File: config.mk
export PLATFORM = sky130hd
export DESIGN_NAME = stuffed_packet_deframer
export DESIGN_NICKNAME = d
export VERILOG_FILES = /design/src/sv/spd_pkg.sv /design/src/sv/stuffed_packet_deframer.sv /design/src/sv/spd_mem.sv /design/src/sv/spd_rx.sv /design/src/sv/spd_out.sv
export SDC_FILE = /design/constraint.sdc
export NUM_CORES = 1
export LEC_CHECK = 0
export ABC_CLOCK_PERIOD_IN_PS = 4100
export BUFFER_PORTS_ARGS = -buffer_cell sky130_fd_sc_hd__buf_2
export CAP_MARGIN = 20
export CORE_AREA = 2 2 245 199
export CTS_CLUSTER_SIZE = 40
export DETAILED_ROUTE_END_ITERATION = 10
export DIE_AREA = 0 0 247 201
export MAX_ROUTING_LAYER = met4
export PLACE_DENSITY_LB_ADDON = 0.1
export SETUP_SLACK_MARGIN = 0.05
export SLEW_MARGIN = 10
export SYNTH_ARGS = -nofsm -noshare
export SYNTH_HDL_FRONTEND = slang
export SYNTH_SLANG_ARGS = --single-unit
export TNS_END_PERCENT = 1
File: constraint.sdc
create_clock -name clk -period 4.1 [get_ports clk]
set_input_delay 0.205 -clock clk [delete_from_list [all_inputs] [get_ports clk]]
set_output_delay 0.205 -clock clk [all_outputs]
set_load 0.02 [all_outputs]
File: src/sv/spd_pkg.sv
// Shared types and constants for the stuffed packet deframer.
package spd_pkg;

	localparam int STORE_DEPTH_DEF = 64;
	localparam logic [7:0] MAX_PAYLOAD = 8'd60;

	localparam logic [7:0] ESC_BYTE = 8'h96;
	localparam logic [7:0] CODE_SOF = 8'd1;
	localparam logic [7:0] CODE_EOF = 8'd2;
	localparam logic [7:0] ESC_PAR  = 8'd3;
	localparam logic [7:0] CODE_LIT = 8'd4;

	typedef enum logic [2:0] {
		ST_OK    = 3'd0,
		ST_LEN   = 3'd1,
		ST_CSUM  = 3'd2,
		ST_PAR   = 3'd3,
		ST_UNDEF = 3'd4,
		ST_FULL  = 3'd5
	} status_t;

	// what one received byte asks of the output side
	typedef struct packed {
		logic        res;     // one immediate result beat
		logic        run;     // start a payload readout
		status_t     status;
		logic [15:0] addr;
		logic [5:0]  len;
	} ev_t;

endpackage

File: src/sv/stuffed_packet_deframer.sv
// Top level of the byte-stuffed packet deframer with xor checksum.
//
// Input channel: one raw link byte (rx_byte) per beat, in_valid/in_ready.
// Output channel: one result per beat, out_valid/out_ready, carrying status,
// data_valid, data_byte, packet_address, payload_length and last.
// Escape 0x96 followed by 1/2/3/4 means start, stop, parity, literal 0x96.
// Bytes between start and stop are written to an on-chip frame store.
// On stop the frame is checked with a running xor and the last three stored
// bytes (address low, address high, checksum), so no scan is needed.
// Throughput: one input byte per cycle while no readout runs. A byte that
// gives an error (or an empty good packet) is taken once the result register
// is free or emptying that cycle. A good packet of L payload bytes is read
// out of the store one byte per cycle while the receiver keeps up, through
// the single registered read port; the input is held off until readout ends.
// An immediate result appears the cycle after its byte; payload beats follow
// a stop through the store read register and the result register.
// Reset clears the escape history, frame flag, fill count and all handshake
// state; store contents are not cleared and never read before written.
// A stalled receiver holds the result register; readout pauses, no data lost.
module stuffed_packet_deframer #(
	parameter int STORE_DEPTH = spd_pkg::STORE_DEPTH_DEF
) (
	input  logic        clk,
	input  logic        arst_n,
	input  logic        in_valid,
	output logic        in_ready,
	input  logic [7:0]  rx_byte,
	output logic        out_valid,
	input  logic        out_ready,
	output logic [2:0]  status,
	output logic        data_valid,
	output logic [7:0]  data_byte,
	output logic [15:0] packet_address,
	output logic [5:0]  payload_length,
	output logic        last
);
	import spd_pkg::*;

	localparam int AW = $clog2(STORE_DEPTH);
	localparam int FW = $clog2(STORE_DEPTH + 1);

	ev_t           ev;
	logic          take;
	logic          busy, out_free;
	logic          wr_en, rd_en;
	logic [AW-1:0] wr_addr, rd_addr;
	logic [7:0]    wr_data, rd_data;

	// bytes with no immediate result need only an idle sequencer
	assign in_ready = !busy && (out_free || !ev.res);
	assign take     = in_valid && in_ready;

	spd_rx #(
		.DEPTH (STORE_DEPTH),
		.AW    (AW),
		.FW    (FW)
	) u_rx (
		.clk     (clk),
		.arst_n  (arst_n),
		.take    (take),
		.rx_byte (rx_byte),
		.wr_en   (wr_en),
		.wr_addr (wr_addr),
		.wr_data (wr_data),
		.ev      (ev)
	);

	spd_mem #(
		.DEPTH (STORE_DEPTH),
		.AW    (AW)
	) u_mem (
		.clk     (clk),
		.wr_en   (wr_en),
		.wr_addr (wr_addr),
		.wr_data (wr_data),
		.rd_en   (rd_en),
		.rd_addr (rd_addr),
		.rd_data (rd_data)
	);

	spd_out #(
		.AW (AW)
	) u_out (
		.clk            (clk),
		.arst_n         (arst_n),
		.take           (take),
		.ev             (ev),
		.rd_data        (rd_data),
		.rd_en          (rd_en),
		.rd_addr        (rd_addr),
		.busy           (busy),
		.out_free       (out_free),
		.out_valid      (out_valid),
		.out_ready      (out_ready),
		.status         (status),
		.data_valid     (data_valid),
		.data_byte      (data_byte),
		.packet_address (packet_address),
		.payload_length (payload_length),
		.last           (last)
	);

	a_no_rw_overlap: assert property (@(posedge clk) disable iff (!arst_n)
		!(wr_en && rd_en))
		else $error("store written during readout");

	a_busy_block: assert property (@(posedge clk) disable iff (!arst_n)
		busy |-> !in_ready)
		else $error("input ready while reading out");

	a_status_range: assert property (@(posedge clk) disable iff (!arst_n)
		out_valid |-> status <= 3'd5)
		else $error("status code out of range");

endmodule

File: src/sv/spd_mem.sv
// Frame store: one write port, one registered read port.
module spd_mem #(
	parameter int DEPTH = spd_pkg::STORE_DEPTH_DEF,
	parameter int AW    = $clog2(spd_pkg::STORE_DEPTH_DEF)
) (
	input  logic          clk,
	input  logic          wr_en,
	input  logic [AW-1:0] wr_addr,
	input  logic [7:0]    wr_data,
	input  logic          rd_en,
	input  logic [AW-1:0] rd_addr,
	output logic [7:0]    rd_data
);
	logic [7:0] mem [DEPTH];
	logic [7:0] rd_data_q;

	always_ff @(posedge clk) begin
		if (wr_en) begin
			mem[wr_addr] <= wr_data;
		end
		if (rd_en) begin
			rd_data_q <= mem[rd_addr];
		end
	end

	assign rd_data = rd_data_q;

endmodule

File: src/sv/spd_rx.sv
// Receive side: escape decode, frame tracking, running checksum and frame check.
module spd_rx #(
	parameter int DEPTH = spd_pkg::STORE_DEPTH_DEF,
	parameter int AW    = $clog2(spd_pkg::STORE_DEPTH_DEF),
	parameter int FW    = $clog2(spd_pkg::STORE_DEPTH_DEF + 1)
) (
	input  logic          clk,
	input  logic          arst_n,
	input  logic          take,
	input  logic [7:0]    rx_byte,
	output logic          wr_en,
	output logic [AW-1:0] wr_addr,
	output logic [7:0]    wr_data,
	output spd_pkg::ev_t  ev
);
	import spd_pkg::*;

	logic [7:0]    prev_q;
	logic          in_frame_q;
	logic [FW-1:0] fill_q;
	logic [7:0]    len_q;
	logic [7:0]    acc_q;
	logic [7:0]    tap1_q, tap2_q, tap3_q;

	logic       esc, is_start, is_stop, is_par, is_undef, is_data;
	logic       store, full;
	logic [7:0] dbyte;
	logic [8:0] n9, lenp4;

	always_comb begin
		esc      = (prev_q == ESC_BYTE);
		is_start = esc && (rx_byte == CODE_SOF);
		is_stop  = esc && (rx_byte == CODE_EOF);
		is_par   = esc && (rx_byte == ESC_PAR);
		is_undef = esc && (rx_byte != CODE_SOF) && (rx_byte != CODE_EOF)
			&& (rx_byte != ESC_PAR) && (rx_byte != CODE_LIT);
		is_data  = esc ? (rx_byte == CODE_LIT) : (rx_byte != ESC_BYTE);
		dbyte    = esc ? ESC_BYTE : rx_byte;
		store    = is_data && in_frame_q && (fill_q < FW'(DEPTH));
		full     = is_data && in_frame_q && (fill_q >= FW'(DEPTH));
		n9       = 9'(fill_q);
		lenp4    = {1'b0, len_q} + 9'd4;
	end

	assign wr_en   = take && store;
	assign wr_addr = fill_q[AW-1:0];
	assign wr_data = dbyte;

	always_comb begin
		ev = '0;
		if (is_undef) begin
			ev.res    = 1'b1;
			ev.status = ST_UNDEF;
		end else if (is_par) begin
			ev.res    = 1'b1;
			ev.status = ST_PAR;
		end else if (full) begin
			ev.res    = 1'b1;
			ev.status = ST_FULL;
		end else if (is_stop && in_frame_q) begin
			if (fill_q == '0 || len_q > MAX_PAYLOAD || n9 != lenp4) begin
				ev.res    = 1'b1;
				ev.status = ST_LEN;
			end else if (acc_q != 8'd0) begin
				// xor over payload, address and checksum must cancel
				ev.res    = 1'b1;
				ev.status = ST_CSUM;
			end else if (len_q == 8'd0) begin
				ev.res  = 1'b1;
				ev.addr = {tap2_q, tap3_q};
			end else begin
				ev.run  = 1'b1;
				ev.addr = {tap2_q, tap3_q};
				ev.len  = len_q[5:0];
			end
		end
	end

	always_ff @(posedge clk or negedge arst_n) begin
		if (!arst_n) begin
			prev_q     <= '0;
			in_frame_q <= 1'b0;
			fill_q     <= '0;
		end else if (take) begin
			prev_q <= rx_byte;
			if (is_start) begin
				in_frame_q <= 1'b1;
				fill_q     <= '0;
			end else if (is_stop) begin
				in_frame_q <= 1'b0;
			end else if (store) begin
				fill_q <= fill_q + FW'(1);
			end
		end
	end

	// length byte, running xor and the last three stored bytes
	always_ff @(posedge clk) begin
		if (take && store) begin
			if (fill_q == '0) begin
				len_q <= dbyte;
				acc_q <= 8'd0;
			end else begin
				acc_q <= acc_q ^ dbyte;
			end
			tap1_q <= dbyte;
			tap2_q <= tap1_q;
			tap3_q <= tap2_q;
		end
	end

	a_fill_bound: assert property (@(posedge clk) disable iff (!arst_n)
		fill_q <= FW'(DEPTH))
		else $error("fill count beyond store depth");

endmodule

File: src/sv/spd_out.sv
// Output side: payload readout sequencer and the result register.
module spd_out #(
	parameter int AW = $clog2(spd_pkg::STORE_DEPTH_DEF)
) (
	input  logic          clk,
	input  logic          arst_n,
	input  logic          take,
	input  spd_pkg::ev_t  ev,
	input  logic [7:0]    rd_data,
	output logic          rd_en,
	output logic [AW-1:0] rd_addr,
	output logic          busy,
	output logic          out_free,
	output logic          out_valid,
	input  logic          out_ready,
	output logic [2:0]    status,
	output logic          data_valid,
	output logic [7:0]    data_byte,
	output logic [15:0]   packet_address,
	output logic [5:0]    payload_length,
	output logic          last
);
	import spd_pkg::*;

	typedef enum logic [1:0] {
		S_IDLE = 2'b01,
		S_READ = 2'b10
	} state_t;

	state_t        state_q;
	logic [AW-1:0] rd_ptr_q;
	logic [5:0]    rd_left_q;
	logic          pend_q;
	logic          last_s1;
	logic [15:0]   pkt_addr_q;
	logic [5:0]    pkt_len_q;

	logic          out_valid_q;
	status_t       status_q;
	logic          dv_q;
	logic [7:0]    byte_q;
	logic [15:0]   addr_q;
	logic [5:0]    len_q;
	logic          last_q;

	logic out_load, imm_load;

	always_comb begin
		out_free = !out_valid_q || out_ready;
		out_load = pend_q && out_free;
		imm_load = take && ev.res;
		rd_en    = (state_q == S_READ) && (rd_left_q != 6'd0) && (!pend_q || out_load);
		busy     = (state_q != S_IDLE);
	end

	assign rd_addr = rd_ptr_q;

	always_ff @(posedge clk or negedge arst_n) begin
		if (!arst_n) begin
			state_q     <= S_IDLE;
			rd_left_q   <= '0;
			pend_q      <= 1'b0;
			out_valid_q <= 1'b0;
		end else begin
			case (state_q)
				S_IDLE: begin
					if (take && ev.run) begin
						state_q   <= S_READ;
						rd_left_q <= ev.len;
					end
				end
				S_READ: begin
					if (rd_en) begin
						rd_left_q <= rd_left_q - 6'd1;
					end else if (rd_left_q == 6'd0 && !pend_q) begin
						state_q <= S_IDLE;
					end
				end
				default: state_q <= S_IDLE;
			endcase

			if (rd_en) begin
				pend_q <= 1'b1;
			end else if (out_load) begin
				pend_q <= 1'b0;
			end

			if (out_load || imm_load) begin
				out_valid_q <= 1'b1;
			end else if (out_ready) begin
				out_valid_q <= 1'b0;
			end
		end
	end

	always_ff @(posedge clk) begin
		if (take && ev.run) begin
			rd_ptr_q   <= AW'(1);   // entry 0 is the length byte
			pkt_addr_q <= ev.addr;
			pkt_len_q  <= ev.len;
		end else if (rd_en) begin
			rd_ptr_q <= rd_ptr_q + AW'(1);
		end
		if (rd_en) begin
			last_s1 <= (rd_left_q == 6'd1);
		end
		if (out_load) begin
			status_q <= ST_OK;
			dv_q     <= 1'b1;
			byte_q   <= rd_data;
			addr_q   <= pkt_addr_q;
			len_q    <= pkt_len_q;
			last_q   <= last_s1;
		end else if (imm_load) begin
			status_q <= ev.status;
			dv_q     <= 1'b0;
			byte_q   <= 8'd0;
			addr_q   <= ev.addr;
			len_q    <= ev.len;
			last_q   <= 1'b1;
		end
	end

	assign out_valid      = out_valid_q;
	assign status         = status_q;
	assign data_valid     = dv_q;
	assign data_byte      = byte_q;
	assign packet_address = addr_q;
	assign payload_length = len_q;
	assign last           = last_q;

	a_take_idle: assert property (@(posedge clk) disable iff (!arst_n)
		take |-> (state_q == S_IDLE) && !pend_q)
		else $error("byte taken during readout");

	a_run_len: assert property (@(posedge clk) disable iff (!arst_n)
		take && ev.run |-> ev.len != 6'd0)
		else $error("readout started with empty payload");

	a_load_excl: assert property (@(posedge clk) disable iff (!arst_n)
		!(out_load && imm_load))
		else $error("two sources load the result register");

	a_last_drain: assert property (@(posedge clk) disable iff (!arst_n)
		out_load && last_s1 |-> rd_left_q == 6'd0)
		else $error("final payload beat with reads outstanding");

endmodule
# --- Word level (Yosys, flattened, before mapping) ---
# Memories as Yosys holds them, arrays and structs flattened. A register that Yosys moved wholly into a read port is not among the register bits.
# Cells that the tools add are included.
totals:
  mem_count: 1
  elab_cells: 149
  output_inout_bits: 37
  regBits: 130
  mem_bits_rw: 512
  input_bits: 12
memory_table:
  columns: ["name", "words", "word_bits", "read_ports", "rd_clocked_by_memory_dff", "write_ports", "line_no", "text"]
  rows:
  - ["u_mem.mem", 64, 8, 1, 1, 1, "spd_mem.sv:14", "logic [7:0] mem [DEPTH];"]
op_classes:
  bitwise: 1
  n_eq_ne: 20
  n_mux: 52
  n_reduce_logical: 46
  n_addsub: 4
  magnitude_cmp: 3
ops:
  columns: ["cell", "n"]
  rows:
  - ["two-way mux 22 bit", 5]
  - ["two-way mux 16 bit", 2]
  - ["two-way mux 6 bit", 5]
  - ["two-way mux 27 bit", 1]
  - ["two-way mux 8 bit", 3]
  - ["two-way mux 1 bit", 23]
  - ["two-way mux 7 bit", 3]
  - ["logical AND 1 bit", 20]
  - ["equality test 8 x 2 -> 1 bit (second input constant)", 2]
  - ["inequality test 8 x 2 -> 1 bit (second input constant)", 2]
  - ["two-way mux 3 bit", 4]
  - ["case mux 6 bit (2 select lines)", 1]
  - ["nonzero test 2 bit", 6]
  - ["adder 8 x 3 -> 9 bit (second input constant)", 1]
  - ["inequality test 7 x 9 -> 1 bit", 1]
  - ["AND reduction 3 bit", 3]
  - ["equality test 8 x 1 -> 1 bit (second input constant)", 1]
  - ["equality test 8 x 3 -> 1 bit (second input constant)", 1]
  - ["equality test 8 bit (second input constant)", 1]
  - ["greater-than comparator 8 x 6 -> 1 bit (second input constant)", 1]
  - ["zero test 8 bit", 1]
  - ["two-way mux 2 bit", 4]
  - ["inequality test 8 x 1 -> 1 bit (second input constant)", 1]
  - ["inequality test 8 x 3 -> 1 bit (second input constant)", 1]
  - ["20 further kinds", 33]

# --- Longest topological paths before layout ---
# Gate-level depths: netlist of run 1.
depth:
  depth_word: 15
  depth_mapped: 11

# --- Cells and area by module ---
# A second synthesis of run 1 with hierarchy kept.
unflattened:
  cells_unflattened: 1419
  area_unflattened_um2: 26075.0
modules_own_cells:
  columns: ["mod", "area_per_inst_um2", "instances", "cells_per_inst"]
  rows:
  - ["spd_mem", 20246.9, 1, 940]
  - ["spd_out", 2981.6, 1, 250]
  - ["spd_rx", 2816.5, 1, 226]
  - ["stuffed_packet_deframer", 30.0, 1, 3]

# --- Worst setup path before layout of run 1 ---
# Ideal clock, no wire load.
synth_timing:
  path_kind: "register to register"
  from: "reg u_rx.len_q[2]"
  to: "reg u_rx.acc_q[0] (enable)"
  path_slack_ns: 0.857
  required_time_ns: 3.713
  synth_period_minus_slack_ns: 3.243
  arrival_time_ns: 2.857
  path_stages_with_launch: 12
  cell_sequence: "edfxtp_1 -> inv_1 -> ha_1 -> xnor2_1 -> nand4_1 -> a2111oi_4 -> a311o_2 -> o211a_1 -> buf_2 -> buf_2 -> nand2_1 -> inv_1"
synth_via:
  elab_chain_cells: 13
  word_cells_on_any_way: 18
  cone_classes: "add/sub: 1; order compare: 1; eq/ne: 1; mux: 7; reduce/logical: 8"
synth_rtl:
  columns: ["element", "line_no", "text"]
  rows:
  - ["from (decl)", "spd_rx.sv:21", "logic [7:0] len_q;"]
  - ["from (signal assigned)", "spd_rx.sv:101", "len_q <= dbyte;"]
  - ["adder 8 x 3 -> 9 bit, or another cell as far along", "spd_rx.sv:42", "lenp4 = {1'b0, len_q} + 9'd4;"]
  - ["inequality test 7 x 9 -> 1 bit, or another cell as far along", "spd_rx.sv:61", "if (fill_q == '0 || len_q > MAX_PAYLOAD || n9 != lenp4) begin"]
  - ["logical OR 1 bit or two-way mux 1 bit (tied branches)", "spd_rx.sv:61, spd_rx.sv:64", null]
  - ["two-way mux 1 bit *", "spd_rx.sv:61", null]
  - ["two-way mux 27 bit *", "spd_rx.sv:60", "end else if (is_stop && in_frame_q) begin"]
  - ["two-way mux 1 bit *", "spd_rx.sv:57", "end else if (full) begin"]
  - ["two-way mux 1 bit *", "spd_rx.sv:54", "end else if (is_par) begin"]
  - ["two-way mux 1 bit *", "spd_rx.sv:51", "if (is_undef) begin"]
  - ["zero test 1 bit *", "stuffed_packet_deframer.sv:50", "assign in_ready = !busy && (out_free || !ev.res);"]
  - ["logical OR 1 bit *", "stuffed_packet_deframer.sv:50", null]
  - ["logical AND 1 bit *", "stuffed_packet_deframer.sv:50", null]
  - ["logical AND 1 bit *", "stuffed_packet_deframer.sv:51", "assign take = in_valid && in_ready;"]
  - ["logical AND 1 bit *", null, null]
  - ["net u_mem.wr_en", "spd_mem.sv:7", "input logic wr_en,"]
  - ["to (signal assigned)", "spd_rx.sv:104", "acc_q <= acc_q ^ dbyte;"]
  - ["to (decl)", "spd_rx.sv:22", "logic [7:0] acc_q;"]
# Mark *: on every way through the listed nets, which the timed path passes. The rest lies on a longest branch.
# A chain may end at the register's enable or synchronous reset.

# --- Final worst setup path of run 1 ---
layout_timing:
  from: "reg u_rx.len_q[2]"
  to: "mem u_mem.mem[21][3] (enable)"
layout_via:
  elab_chain_cells: 15
  word_cells_on_any_way: 20
  cone_classes: "add/sub: 1; order compare: 1; eq/ne: 1; mux: 9; reduce/logical: 8"
layout_rtl:
  columns: ["element", "line_no", "text"]
  rows:
  - ["adder 8 x 3 -> 9 bit, or another cell as far along", "spd_rx.sv:42", null]
  - ["inequality test 7 x 9 -> 1 bit, or another cell as far along", "spd_rx.sv:61", null]
  - ["logical OR 1 bit or two-way mux 1 bit (tied branches)", "spd_rx.sv:61, spd_rx.sv:64", null]
  - ["two-way mux 1 bit *", "spd_rx.sv:61", null]
  - ["two-way mux 27 bit *", "spd_rx.sv:60", null]
  - ["two-way mux 1 bit *", "spd_rx.sv:57", null]
  - ["two-way mux 1 bit *", "spd_rx.sv:54", null]
  - ["two-way mux 1 bit *", "spd_rx.sv:51", null]
  - ["zero test 1 bit *", "stuffed_packet_deframer.sv:50", null]
  - ["logical OR 1 bit *", "stuffed_packet_deframer.sv:50", null]
  - ["logical AND 1 bit *", "stuffed_packet_deframer.sv:50", null]
  - ["logical AND 1 bit *", "stuffed_packet_deframer.sv:51", null]
  - ["logical AND 1 bit *", "spd_rx.sv:45", "assign wr_en = take && store;"]
  - ["two-way mux 1 bit *", "spd_mem.sv:18", "if (wr_en) begin"]
  - ["two-way mux 1 bit (implied by the code) *", "spd_mem.sv:19", "mem[wr_addr] <= wr_data;"]
  - ["to (decl)", "spd_mem.sv:14", null]
# Mark *: on every way between the ends. The rest lies on a longest branch, timed or not.

==> results_dict.tcl, run 1 <==
set metrics [dict create \
    rows 72 \
    drt-met1-wl_um 25500 \
    setup.worst_path.end_class "register" \
    rsz0062_at_grt "no" \
    syn_area_sq_um 25700 \
    path_max_fanout 19 \
    cp-start-kind "register" \
    synth_top_cells_by_area "edfxtp_1 72%, mux4_2 15%, dfrtp_1 2.4%" \
    n_fill_cell 3288 \
    final_antenna_net_count 0 \
    grt_pass1_vias 12800 \
    cts_hold_buf 10 \
    dp_hpwl_um 36600 \
    ff_latch_area_sq_um 19300 \
    post-route-min-period_ns 3.56 \
    synth_area_per_cell_sq_um 20.2 \
    cts_tree "yes" \
    finalCritPeriodShare_pct 86.8 \
    io_buffer_count 48 \
    clkTransAtPathRegs_ns 0.07 \
    layout-drive-gt1-share_pct 31.5 \
    tns_ns 0 \
    worstMarginPinSlew_ns 1.07 \
    syn_nets 1293 \
    synth_most_common_cell "edfxtp_1" \
    hold-worst-slack_ns 0.0661 \
    powerDensity_nw_per_um2 443 \
    chipWidth_um 247 \
    drv_cap 0 \
    io-pin-count 49 \
    grt_max_degree 76 \
    final_cells 2134 \
    numCtsBuffers 61 \
    drt_drc_violations_left 0 \
    drt-initial-drc-count 1401 \
    die_area_sq_um 49600 \
    dr_wl_met3_um 4950 \
    routed.top_layer "met4" \
    dr_wl_met2_um 26300 \
    synth_seq_cells 650 \
    netlist_instances 1273 \
    area_growth_pct 15.3 \
    netlist-cell-type-count 59 \
    synth_top_area_share_pct 71.7 \
    leakagePower_nw 9.77 \
    worstPathArrival_ns 3.90 \
    drt-total-wl_um 57700 \
    h-tree-depth 2 \
    setup_viol 0 \
    holdCritPathClass "in -> reg" \
    cts-root-buf "clkbuf_16" \
    routedWlPerCell_um 27.0 \
    hold_violations 0 \
    layout.nets 1472 \
    yosys_most_used_dff "edfxtp_1" \
    yosys.area.top_type "edfxtp_1" \
    worstPathRequired_ns 4.44 \
    cts_resized 0 \
    slew_headroom_pct 28.8 \
    vias_per_cell 6.03 \
    antenna_cells 0 \
    dr.pass1.iters 5 \
    synth-edff-count 614 \
    grt-ovfl-total 0 \
    finClkSkew_ns 0.0277 \
    peakVddDrop_v 0.000400 \
    path_class "reg -> reg" \
    seq_area_frac_synth_pct 75.1 \
    grt_pass1_wl_um 86200 \
    vias 12900 \
    insertion_delay_ns 0.64 \
    start_util_pct 54.1 \
    status "finished clean" \
    post_cts_buffers 0 \
    synth_warnings 0 \
    ys_async_sr_fraction_pct 4.00 \
    synth_common_cells "614 x edfxtp_1, 168 x mux4_2, 103 x nor2_1" \
    max_freq_mhz 281 \
    place_congestion 0.838 \
    clockBufferDepth 3 \
    numClockSinks 650 \
    grt_antenna_before_repair 1 \
    place_inst 2008 \
    drv_slew 0 \
    multiInputGateArea_sq_um 6120 \
    fp.dieH_um 201 \
    grt_util_all_layers_pct 24.8 \
    core_sq_um 47500 \
]
[cells by family (layout without fill, tap and decap cells)]
kind of cell / after synthesis / count (layout) / share of synthesized area (%)
xor+xnor: 22 / 22 / 0.750
buf+inv: 77 / 309 / 1.25
compound gates: 57 / 57 / 1.55
simple gates: 267 / 267 / 5.24
mux: 192 / 192 / 15.8
flops: 650 / 650 / 75.1
fa+ha+maj: 8 / 8 / 0.390
[cell usage in the layout, fill, tap and decap left out, types with 16 or more instances in the layout]
cell	synthesis	routed
xnor2_1	16	16
edfxtp_1	614	614
buf_2	16	48
buf_4	1	115
nand2_1	44	43
o21ai_0	18	18
and2_1	25	22
mux4_2	168	168
mux2_2	22	22
clkbuf_16	0	63
nor2_1	103	102
dfrtp_1	25	25
[where the power goes]
group | internal [mW] | switching, mW | leakage, nW
Combinational | 0.0378 | 0.146 | 2.72
Sequential | 7.25 | 0.00465 | 6.08
Clock | 3.25 | 2.43 | 0.968
Total | 10.5 | 2.58 | 9.77
[metrics by stage]
stage          instance area (sq um)  total power [mW]  setup slack [ns]  utilization, %
5_1_grt                        29600              13.5             0.317            62.4
2_1_floorplan                  25700              7.48             0.857               -
3_5_place_dp                   27500              7.58             0.601            57.9
6_report                       29600              13.1             0.540            62.4
4_1_cts                        29600              13.2             0.565            62.4
3_3_place_gp                   27500              7.58             0.660            57.9
[registers in the layout, indices dropped and copies added, names as in the netlist, 2 cells and up]
| name | flops |
|---|---|
| u_out.packet_address | 16 |
| u_mem.rd_data | 8 |
| u_out.payload_length | 6 |
| u_rx.tap1_q | 8 |
| u_out.status | 3 |
| u_out.state_q | 2 |
| u_rx.prev_q | 8 |
| u_out.pkt_addr_q | 16 |
| u_out.rd_left_q | 6 |
| u_out.rd_addr | 6 |
| u_mem.mem | 512 |
| u_rx.acc_q | 8 |
| u_rx.len_q | 8 |
| u_out.pkt_len_q | 6 |
| u_rx.tap3_q | 8 |
| u_out.data_byte | 8 |
| u_rx.fill_q | 7 |
| u_rx.tap2_q | 8 |
[per-layer routing]
metal / track usage [%] / up-vias
met5: - / -
met4: 5.19 / 0
met3: 6.20 / 69
met2: 34.8 / 530
met1: 37.5 / 6711
li1: - / 5559
[worst paths after layout]
check,endpoint,slack [ns],depth (start not counted),start
setup / recovery,u_mem.mem[21][3],0.54,11,u_rx.len_q[2]
hold / removal,u_rx.prev_q[0],0.07,3,rx_byte[0]
setup reg to reg,u_mem.mem[21][3],0.54,11,u_rx.len_q[2]
hold reg to reg,u_rx.tap2_q[5],0.42,0,u_rx.tap1_q[5]
max in group asynchronous,u_rx.fill_q[0],3.55,2,arst_n
min in group asynchronous,u_out.pend_q,0.12,2,arst_n
[area by class of cell]
class / instances / area share, %
Clock inverter: 42 / 1.34
Sequential cell: 650 / 65.1
Inverter: 12 / 0.152
Multi-Input combinational cell: 546 / 20.6
Tap cell: 629 / 2.66
Clock buffer: 74 / 5.46
Timing Repair Buffer: 181 / 4.60
[critical path: stages (launching register included)]
cell and delay (ns):
edfxtp_1 0.44, inv_1 0.09, ha_1 0.32, xnor2_1 0.13, nand4_1 0.18, a2111oi_4 0.43, a311o_2 0.26, o211a_1 0.51
nand4_1 0.24, buf_4 0.23, nor2_1 0.23, buf_4 0.19
(Power assumes the default switching activity.)
==> inputs of run 2 (changes only) <==
PLACE_DENSITY = 0.81   (was not set)
PLACE_DENSITY_LB_ADDON = not set   (was 0.1)
==> results_dict.tcl, run 2 (same netlist as run 1, synthesis figures left out) <==
set metrics [dict create \
    area_growth_pct 14.5 \
    finClkSkew_ns 0.0306 \
    cp-start-kind "register" \
    worstMarginPinSlew_ns 1.18 \
    dr.pass1.iters 8 \
    drv_cap 0 \
    setup.worst_path.end_class "register" \
    path_class "reg -> reg" \
    tns_ns 0 \
    grt_pass1_vias 13200 \
    drt_drc_violations_left 0 \
    cts_hold_buf 10 \
    hold_violations 0 \
    drv_slew 0 \
    crit_chain "inv_1 -> ha_1 -> xnor2_1 -> nand4_1 -> a2111oi_4 -> a311o_2 -> o211a_1 -> nand4_1 -> buf_4 -> nor2_1 -> buf_4" \
    power_frac_seq_pct 55.4 \
    r2r_cells 11 \
    vias 13400 \
    cp_slowest_cell "o211a_1" \
    power.net_switching_mw 2.53 \
    antenna_cells 0 \
    drt-total-wl_um 56700 \
    start_util_pct 54.1 \
    path_max_fanout 19 \
    vias_per_cell 6.37 \
    largest_register_ffs 512 \
    io-pin-count 49 \
    cts_resized 0 \
    grt-ovfl-total 0 \
    rsz0062_at_grt "no" \
    fp.dieH_um 201 \
    place_congestion 0.871 \
    finalCritPeriodShare_pct 89.5 \
    utilization_pct 62.0 \
    numClockSinks 650 \
    setup_viol 0 \
    n_fill_cell 3074 \
    final_antenna_net_count 0 \
    final_area_sq_um 29400 \
    numCtsBuffers 59 \
    final_common_cell "edfxtp_1" \
    multiInputGateArea_sq_um 6120 \
    ff_latch_area_sq_um 19300 \
    post-route-min-period_ns 3.67 \
    powerDensity_nw_per_um2 445 \
    max_freq_mhz 273 \
    clkTransAtPathRegs_ns 0.07 \
    h-tree-depth 2 \
    swShare_pct 19.4 \
    routedWlPerCell_um 26.9 \
    status "finished clean" \
    insertion_delay_ns 0.64 \
    core_sq_um 47500 \
    worstPathRequired_ns 4.42 \
    clockBufferDepth 3 \
    p_int_mw 10.6 \
    p_clk_share_pct 43.2 \
    hold_depth 3 \
    dpl_cell_area_sq_um 27300 \
    slew_headroom_pct 21.1 \
    grt_pass1_wl_um 86000 \
    rows 72 \
    grt_max_degree 120 \
    die_area_sq_um 49600 \
    layout-drive-gt1-share_pct 30.4 \
    crit_path_max_incr_delay_ns 0.53 \
    io_buffer_count 48 \
    drt-initial-drc-count 1805 \
    worstPathArrival_ns 3.99 \
    holdCritPathClass "in -> reg" \
    chipWidth_um 247 \
    grt_antenna_before_repair 0 \
    leakagePower_nw 9.68 \
    cts_tree "yes" \
    top_register "u_mem.mem" \
    layout_common_cells "614 x edfxtp_1, 168 x mux4_2, 102 x nor2_1" \
    dp_hpwl_um 34300 \
    layout.nets 1451 \
    grt_util_all_layers_pct 24.2 \
    peakVddDrop_v 0.000346 \
    p_comb_share_pct 1.3 \
    post_cts_buffers 0 \
    r2r_slack_ns 0.43 \
    cts-root-buf "clkbuf_16" \
]
run 2: cell types whose count changed in the layout (fill, tap and decap cells not counted), moves of 2 or more:
cell,delta
clkinvlp_4,-6
bufinv_16,+3
buf_12,-4
and2_4,+2
and2_2,-2
clkinv_4,+2
buf_4,-16
clkbuf_16,-3
run 2: final cells by class:
type | instances | share of cell area, %
sequential | 650 | 65.6
multi-input combinational | 546 | 20.8
clock buffer | 69 | 5.15
timing repair buffer | 162 | 4.04
tap | 629 | 2.68
clock inverter | 40 | 1.57
inverter | 12 | 0.153
run 2: path summary, 6_finish.rpt:
check,to,startpoint
max,u_mem.mem[56][4],u_rx.len_q[2]
min,u_rx.prev_q[0],rx_byte[0]
max reg2reg,u_mem.mem[56][4],u_rx.len_q[2]
min reg2reg,u_rx.tap2_q[1],u_rx.tap1_q[1]
max in group asynchronous,u_rx.fill_q[2],arst_n
min in group asynchronous,u_out.rd_left_q[5],arst_n
run 2: power groups by stage:
stage	Sequential [mW]	Clock (mW)	Combinational [mW]
after global routing	7.25	5.98	0.187
after detailed placement	7.40	0	0.167
final	7.26	5.66	0.173
after CTS	7.26	5.73	0.173
after floorplan	7.41	0	0.0723
after global placement	7.40	0	0.157
run 2: per-layer routing:
layer  track usage (%)  part of all wire, %
met2              36.4                   48
met1              35.2                   40
met3              4.06                  9.4
met5                 -                    0
met4              5.98                  2.1
run 2: through the flow:
step	setup slack [ns]	total power, mW	instances	hold WS (ns)
CTS	0.517	13.2	2107	0.0743
finish	0.432	13.1	2108	0.109
global placement	0.680	7.56	1988	0.258
floorplan	0.857	7.48	1273	-0.0906
detailed placement	0.565	7.57	1988	0.267
global route	0.167	13.4	2108	0.119
run 2: critical path, delay by kind of cell, from the launching register on:
family | cells | cell delay, ns
flip-flops | 1 | 0.45
XOR/XNOR | 1 | 0.15
AND/OR/NAND/NOR | 3 | 0.62
AO/OA/AOI/OAI | 3 | 1.24
buffers and inverters | 3 | 0.58
adder cells (fa/ha/maj) | 1 | 0.33
